**src/rtl/assert_macros.svh**
```systemverilog
// assertion macros shared by the meter rtl
// expects clk and arst_n in the scope where they are used
`ifndef ASSERT_MACROS_SVH
`define ASSERT_MACROS_SVH

// property checked every clock outside reset
`define ASSERT_ALWAYS(label, prop, msg) \
	label: assert property (@(posedge clk) disable iff (!arst_n) (prop)) else $error(msg);

// implication checked in the cycle after the trigger
`define ASSERT_NEXT(label, trig, cons, msg) \
	label: assert property (@(posedge clk) disable iff (!arst_n) (trig) |=> (cons)) \
		else $error(msg);

`endif

```
**src/rtl/vumbg_pkg.sv**
```systemverilog
// types, widths and divisor tables for the vu meter bar graph
// no dependencies
package vumbg_pkg;

	localparam int SEGMENT_COUNT = 15;
	localparam int SAMPLE_BITS   = 10;
	localparam int FS_W          = 10;
	localparam int DIV_W         = 14;
	localparam int SEG_W         = 16;
	localparam int IN_TDATA_W    = 16;
	localparam int CFG_IDX_W     = 2;
	localparam int FS100_W       = FS_W + 7;
	localparam int PROD_W        = SAMPLE_BITS + DIV_W;

	localparam logic [FS_W-1:0] FULL_SCALE_RST = FS_W'(180);
	localparam logic [FS100_W-1:0] PERCENT = FS100_W'(100);

	localparam logic REQ_SAMPLE = 1'b0;
	localparam logic REQ_FRAME  = 1'b1;

	typedef enum logic [CFG_IDX_W-1:0] {
		REG_FULL_SCALE   = 2'd0,
		REG_SCALE_MODE   = 2'd1,
		REG_DISPLAY_MODE = 2'd2
	} reg_idx_t;

	typedef struct packed {
		logic [FS_W-1:0] full_scale;
		logic            scale_mode;
		logic            display_mode;
	} meter_cfg_t;

	typedef logic [DIV_W-1:0] div_tbl_t [SEGMENT_COUNT];

	// divisors in hundredths, entry 0 belongs to the top segment
	localparam div_tbl_t LOG_DIV = '{
		14'd100, 14'd140, 14'd159, 14'd179, 14'd200, 14'd224, 14'd250, 14'd282,
		14'd316, 14'd357, 14'd455, 14'd625, 14'd1000, 14'd2000, 14'd10000
	};
	localparam div_tbl_t LIN_DIV = '{
		14'd100, 14'd107, 14'd115, 14'd125, 14'd136, 14'd150, 14'd167, 14'd186,
		14'd212, 14'd250, 14'd294, 14'd365, 14'd500, 14'd704, 14'd1316
	};

endpackage

```
**src/rtl/vu_meter_bar_graph_unit.sv**
```systemverilog
// stereo vu meter: window peak per channel, bar or point pattern with decay
// depends on vumbg_pkg, vumbg_pattern, assert_macros.svh
// a frame item passes the input register, then the result register; only frame items give a result
// throughput: one item per cycle unless a frame item waits on a held result; set by the input and result registers
// reset: config to full scale 180, log scale, bar mode; peaks and held patterns zero
module vu_meter_bar_graph_unit (
	input  logic                                clk,
	input  logic                                arst_n,
	input  logic                                s_axis_tvalid,
	output logic                                s_axis_tready,
	input  logic [vumbg_pkg::IN_TDATA_W-1:0]    s_axis_tdata,  // sample_value, zero pad
	input  logic [1:0]                          s_axis_tuser,  // req_type, channel
	output logic                                m_axis_tvalid,
	input  logic                                m_axis_tready,
	output logic [vumbg_pkg::SEG_W-1:0]         m_axis_tdata,  // segments
	output logic                                m_axis_tuser,  // out_channel
	input  logic                                cfg_valid,
	output logic                                cfg_ready,
	input  logic [vumbg_pkg::CFG_IDX_W-1:0]     cfg_index,
	input  logic [vumbg_pkg::FS_W-1:0]          cfg_data
);
	import vumbg_pkg::*;

	`include "assert_macros.svh"

	meter_cfg_t cfg_q;

	logic                   valid_s1;
	logic                   req_s1;
	logic                   chan_s1;
	logic [SAMPLE_BITS-1:0] smp_s1;

	logic [SAMPLE_BITS-1:0] peak_q [2];
	logic [SEG_W-1:0]       held_q [2];

	logic             out_valid_q;
	logic             out_chan_q;
	logic [SEG_W-1:0] out_seg_q;

	logic                   out_free;
	logic                   fire_s1;
	logic                   in_take;
	logic [SAMPLE_BITS-1:0] peak_cur;
	logic [SEG_W-1:0]       held_cur;
	logic [SEG_W-1:0]       held_next;
	logic [SEG_W-1:0]       pattern;

	assign cfg_ready = 1'b1;

	always_ff @(posedge clk or negedge arst_n) begin
		if (!arst_n) begin
			cfg_q.full_scale   <= FULL_SCALE_RST;
			cfg_q.scale_mode   <= 1'b0;
			cfg_q.display_mode <= 1'b0;
		end else if (cfg_valid) begin
			case (cfg_index)
				REG_FULL_SCALE:   cfg_q.full_scale   <= cfg_data;
				REG_SCALE_MODE:   cfg_q.scale_mode   <= cfg_data[0];
				REG_DISPLAY_MODE: cfg_q.display_mode <= cfg_data[0];
				default: ;
			endcase
		end
	end

	assign out_free      = ~out_valid_q | m_axis_tready;
	assign fire_s1       = valid_s1 & ((req_s1 == REQ_SAMPLE) | out_free);
	assign s_axis_tready = ~valid_s1 | fire_s1;
	assign in_take       = s_axis_tvalid & s_axis_tready;

	assign peak_cur = peak_q[chan_s1];
	assign held_cur = held_q[chan_s1];

	vumbg_pattern u_pattern (
		.peak    (peak_cur),
		.cfg     (cfg_q),
		.pattern (pattern)
	);

	always_comb begin
		if (pattern > held_cur) begin
			held_next = pattern;
		end else if (pattern < held_cur) begin
			held_next = held_cur >> 1;
		end else begin
			held_next = held_cur;
		end
	end

	always_ff @(posedge clk or negedge arst_n) begin
		if (!arst_n) begin
			valid_s1    <= 1'b0;
			out_valid_q <= 1'b0;
			peak_q[0]   <= '0;
			peak_q[1]   <= '0;
			held_q[0]   <= '0;
			held_q[1]   <= '0;
		end else begin
			valid_s1 <= in_take | (valid_s1 & ~fire_s1);
			if (fire_s1) begin
				if (req_s1 == REQ_SAMPLE) begin
					if (smp_s1 > peak_cur) begin
						peak_q[chan_s1] <= smp_s1;
					end
				end else begin
					peak_q[chan_s1] <= '0;
					held_q[chan_s1] <= held_next;
				end
			end
			if (fire_s1 && req_s1 == REQ_FRAME) begin
				out_valid_q <= 1'b1;
			end else if (m_axis_tready) begin
				out_valid_q <= 1'b0;
			end
		end
	end

	// payload registers
	always_ff @(posedge clk) begin
		if (in_take) begin
			req_s1  <= s_axis_tuser[0];
			chan_s1 <= s_axis_tuser[1];
			smp_s1  <= s_axis_tdata[SAMPLE_BITS-1:0];
		end
		if (fire_s1 && req_s1 == REQ_FRAME) begin
			out_chan_q <= chan_s1;
			out_seg_q  <= held_next;
		end
	end

	assign m_axis_tvalid = out_valid_q;
	assign m_axis_tdata  = out_seg_q;
	assign m_axis_tuser  = out_chan_q;

	`ASSERT_NEXT(a_frame_gives_result, fire_s1 && req_s1 == REQ_FRAME, m_axis_tvalid, "frame item without result")
	`ASSERT_NEXT(a_frame_clears_peak, fire_s1 && req_s1 == REQ_FRAME, peak_q[$past(chan_s1)] == '0, "peak not cleared after frame")
	`ASSERT_NEXT(a_decay_bounded, fire_s1 && req_s1 == REQ_FRAME, held_q[$past(chan_s1)] >= ($past(held_cur) >> 1), "held pattern fell faster than one halving")
	`ASSERT_ALWAYS(a_no_drop, !(valid_s1 && !fire_s1 && s_axis_tready), "input taken while stage holds an item")

endmodule

```
**src/rtl/vumbg_pattern.sv**
```systemverilog
// peak to segment pattern: threshold compares, bar or point encoding
// depends on vumbg_pkg
module vumbg_pattern (
	input  logic [vumbg_pkg::SAMPLE_BITS-1:0] peak,
	input  vumbg_pkg::meter_cfg_t             cfg,
	output logic [vumbg_pkg::SEG_W-1:0]       pattern
);
	import vumbg_pkg::*;

	logic [FS100_W-1:0]       fs100;
	logic [SEGMENT_COUNT-1:0] pass;
	logic [SEGMENT_COUNT-1:0] chain;
	logic [SEG_W-1:0]         bar;
	logic [SEG_W-1:0]         point;

	assign fs100 = FS100_W'(cfg.full_scale) * PERCENT;

	// peak > floor(fs*100/d) is the same as peak*d > fs*100
	always_comb begin
		logic [PROD_W-1:0] prod_log;
		logic [PROD_W-1:0] prod_lin;
		for (int i = 0; i < SEGMENT_COUNT; i++) begin
			prod_log = PROD_W'(peak) * PROD_W'(LOG_DIV[SEGMENT_COUNT-1-i]);
			prod_lin = PROD_W'(peak) * PROD_W'(LIN_DIV[SEGMENT_COUNT-1-i]);
			pass[i] = (cfg.scale_mode ? prod_lin : prod_log) > PROD_W'(fs100);
		end
	end

	always_comb begin
		chain[0] = pass[0];
		for (int i = 1; i < SEGMENT_COUNT; i++) begin
			chain[i] = chain[i-1] & pass[i];
		end
	end

	assign bar = SEG_W'(chain);

	always_comb begin
		point = '0;
		point[0] = ~chain[0];
		for (int i = 1; i < SEGMENT_COUNT; i++) begin
			point[i] = chain[i-1] & ~chain[i];
		end
		point[SEGMENT_COUNT] = chain[SEGMENT_COUNT-1];
	end

	assign pattern = cfg.display_mode ? point : bar;

endmodule

```
**config.mk**
```make
export PLATFORM = sky130hd
export DESIGN_NAME = vu_meter_bar_graph_unit
export DESIGN_NICKNAME = d
export VERILOG_FILES = /design/src/rtl/vumbg_pkg.sv /design/src/rtl/vu_meter_bar_graph_unit.sv /design/src/rtl/vumbg_pattern.sv
export VERILOG_INCLUDE_DIRS = /design/src /design/src/rtl
export SDC_FILE = /design/constraint.sdc
export NUM_CORES = 2
export LEC_CHECK = 0
export BUFFER_PORTS_ARGS = -buffer_cell sky130_fd_sc_hd__buf_4
export CAP_MARGIN = 0
export CORE_UTILIZATION = 35
export CTS_BUF_LIST = sky130_fd_sc_hd__clkbuf_16
export DETAILED_ROUTE_END_ITERATION = 12
export PLACE_DENSITY_LB_ADDON = 0.08
export SLEW_MARGIN = 20
export SYNTH_ARGS = -nofsm -noshare
export SYNTH_HDL_FRONTEND = slang
export SYNTH_SLANG_ARGS = --single-unit
```
**constraint.sdc**
```tcl
create_clock -name clk -period 10 [get_ports clk]
set_input_delay 2 -clock clk [delete_from_list [all_inputs] [get_ports clk]]
set_output_delay 2 -clock clk [all_outputs]
set_load 0.03 [all_outputs]
```
==> insert_results.sql <==
INSERT INTO impl_metrics (metric_group, metric, value, unit) VALUES
('route', 'drt_pass1_iterations', '5', ''),
('cts', 'cts_buffers', '9', ''),
('critical_path', 'reg2reg_setup_slack', '0.47', 'ns'),
('grt', 'aggregate_global_route_resource_usage', '28.03', '%'),
('finish', 'syn2layout_area_growth', '12.67', '%'),
('finish', 'final_common_cell', 'ha_1', ''),
('grt', 'vias_in_the_first_global_route', '28830', ''),
('cts', 'clock_tree_from_tritoncts', 'built', ''),
('synth', 'synthesis.area_per_instance', '8.407', 'µm²'),
('finish', 'most-common-layout-cells', 'ha_1, inv_1, buf_4', ''),
('synth', 'yosys_warnings', '0', ''),
('synth', 'ys_seq_area_share', '7.714', '%'),
('route', 'detail-route-antenna-nets', '0', ''),
('sta', 'setup_tns', '0', 'ns'),
('finish', 'final_layout_size_suffix_gt1_share', '10.41', '%'),
('synth', 'postSynthRegisterBits', '95', ''),
('sta', 'transition_at_the_pin_with_the_smallest_max_transition_slack', '1.146', 'ns'),
('floorplan', 'row_count', '111', ''),
('sta', 'fin_crit', '9.532', 'ns'),
('critical_path', 'critPathMaxStageDelay', '0.66', 'ns'),
('place', 'dp_hpwl', '110900', 'µm'),
('cts', 'clock_tree.buffer_depth', '2', ''),
('finish', 'layout.area.seq', '2531', 'µm²'),
('cts', 'clkSlewWorstSetupHoldPaths', '0.08', 'ns'),
('floorplan', 'floorplan.die.width', '308.0', 'µm'),
('grt', 'grt_overflow_total', '0', ''),
('grt', 'grt_first_pass_wirelength', '195400', 'µm'),
('synth', 'synth_edf_count', '29', ''),
('synth', 'syn-num-nets', '4939', ''),
('critical_path', 'crit_top_cell', 'buf_4', ''),
('finish', 'final.fill_count', '9634', ''),
('floorplan', 'dieArea', '94840', 'µm²'),
('floorplan', 'start_util', '35.53', '%'),
('min_path', 'min_path_type', 'register to register', ''),
('place', 'port-buffer-count', '47', ''),
('route', 'via_count', '29120', ''),
('floorplan', 'fp.coreArea', '92220', 'µm²'),
('synth', 'async_flop_share', '69.47', '%'),
('run_status', 'outcome', 'finished clean', ''),
('sta', 'min_period_over_period', '95.32', '%'),
('sta', 'timing.slew.headroom', '23.60', '%'),
('sta', 'slew_violations', '0', ''),
('critical_path', 'cpMaxStageDelayCell', 'fa_2', ''),
('finish', 'fin_cells', '5363', ''),
('place', 'placedCellCount', '5339', ''),
('cts', 'root_buffer_cell', 'clkbuf_16', ''),
('synth', 'dominantRegCellSynth', 'dfrtp_1', ''),
('route', 'drt-total-wl', '131900', 'µm'),
('grt', 'largest_net_degree_at_the_start_of_global_routing', '74', ''),
('critical_path', 'setup.worst_path.start_class', 'register', ''),
('cts', 'cts-htree-levels', '3', ''),
('sta', 'achievable-frequency', '104.9', 'MHz'),
('finish', 'multi_input_area', '28010', 'µm²'),
('synth', 'synthCells', '3897', ''),
('critical_path', 'timing_worst_setup_path_type', 'register to register', ''),
('sta', 'unrepaired_setup_endpoints_after_global_routing', 'no', ''),
('finish', 'total_number_of_nets_in_the_final_design', '5157', ''),
('route', 'drt-wirelength-per-cell', '24.60', 'µm'),
('route', 'initialDrtViolationCount', '2177', ''),
('route', 'avgViaCountPerCell', '5.429', ''),
('critical_path', 'critPathMaxFanout', '10', ''),
('route', 'number_of_design_rule_violations_left_after_detail_routing', '0', ''),
('sta', 'timing.final.setup_violations', '0', ''),
('grt', 'antenna_found_initial', '0', ''),
('cts', 'clock_latency', '0.36', 'ns'),
('critical_path', 'worstPathArrival', '9.77', 'ns'),
('synth', 'ys_types', '82', ''),
('finish', 'diodes', '0', ''),
('place', 'global_placement_routability_congestion', '1.002', ''),
('floorplan', 'chipHeight', '308.0', 'µm'),
('critical_path', 'timing.critical_path.to_type', 'register', ''),
('flow_run', 'max_cap_violations', '0', ''),
('sta', 'timing.final.hold_violations', '0', ''),
('floorplan', 'design.portCount', '55', ''),
('cts', 'ctsHoldBuffers', '0', ''),
('cts', 'cts.sinks', '95', ''),
('synth', 'syn-cell-area', '32760', 'µm²'),
('critical_path', 'required', '10.24', 'ns'),
('sta', 'clock_skew', '0.009391', 'ns');
## through the flow
stage               hold slack, ns  utilization, %  instance area [µm²]  setup WS (ns)
global route                0.5106           40.03                36920       0.009879
detailed placement          0.4686           39.48                36410       -0.04721
floorplan                   0.4244               -                32830        0.09687
finish                      0.4845           40.03                36920         0.4682
CTS                         0.4869           39.85                36750        0.09132
global placement            0.4626           39.48                36410       0.007977
## final timing paths
kind	start	to	cells after the start
worst max-delay path	chan_s1	held_q[2]	38
worst min-delay path	held_q[19]	held_q[19]	2
worst max register to register	chan_s1	held_q[2]	38
worst min register to register	held_q[19]	held_q[19]	2
max in group asynchronous	arst_n	cfg_q[1]	1
min in group asynchronous	arst_n	cfg_q[5]	1
## metal layers
layer	wire, µm	GRT usage, %	part of all wire [%]	vias to the layer above
met2	60200	46.44	46	694
met3	5322	0.8246	4.0	117
li1	-	-	-	14070
met5	0	0	0	-
met1	61630	39.26	47	14230
met4	4796	9.013	3.6	0
## sequential cells by signal, indices dropped and copies added, names as in the netlist
name,flops
held_q,32
req_s1,1
m_axis_tvalid,1
m_axis_tdata,16
smp_s1,10
chan_s1,1
m_axis_tuser,1
valid_s1,1
cfg_q,12
peak_q,20
## cell type report
cell class                 count  share of cell area (%)
multi-input combinational   3140                   75.87
sequential                    95                   6.856
timing repair buffer         292                   6.331
inverter                     577                   5.904
tap                         1243                   4.213
clock buffer                   9                  0.6101
clock inverter                 7                  0.2135
## cell usage after synthesis (all sizes together) (32+ instances only)
cell type / n / area share [%]
o21ai: 267 / 4.1
nand2b: 49 / 0.94
ha: 740 / 28
xor2: 89 / 2.4
inv: 577 / 6.6
a31oi: 40 / 0.76
and3: 32 / 0.64
nor3: 58 / 0.90
o21bai: 33 / 0.76
mux2: 32 / 1.1
xnor2: 133 / 3.6
nor2b: 54 / 1.0
a21oi: 267 / 4.1
dfrtp: 62 / 4.7
mux2i: 43 / 1.3
nand4: 44 / 0.84
a21o: 124 / 2.8
nand3: 60 / 0.92
nand2: 246 / 2.8
o21a: 46 / 1.1
fa: 267 / 16
nor2: 191 / 2.2
a211oi: 47 / 1.1
clkbuf: 66 / 0.76
## critical path: cells and delay by family, from the launching register on
kind            cells  cell delay (ns)
flops               1             0.38
xor+xnor            2             0.63
compound gates     10             1.93
buf+inv             8             1.12
simple gates       10             1.99
fa+ha+maj           7             3.09
mux                 1             0.27
## cells by family (layout without fill, tap and decap cells)
family	after synthesis	count (layout)	share of synthesized area, %
compound gates	999	999	19.24
xor+xnor	222	222	5.934
fa+ha+maj	1007	1007	44.57
buf+inv	662	885	7.664
flops	95	95	7.714
mux	75	75	2.414
other cells	1	1	0.01145
simple gates	836	836	12.45
## timing repair
item,CTS,global route
pin swaps,0,10
setup buffers,2,6
gates resized for setup,2,32
setup endpoints to repair,14,48
Power is not shown: default switching activity piles up to over one toggle a cycle in this logic, so the estimate is an artifact.
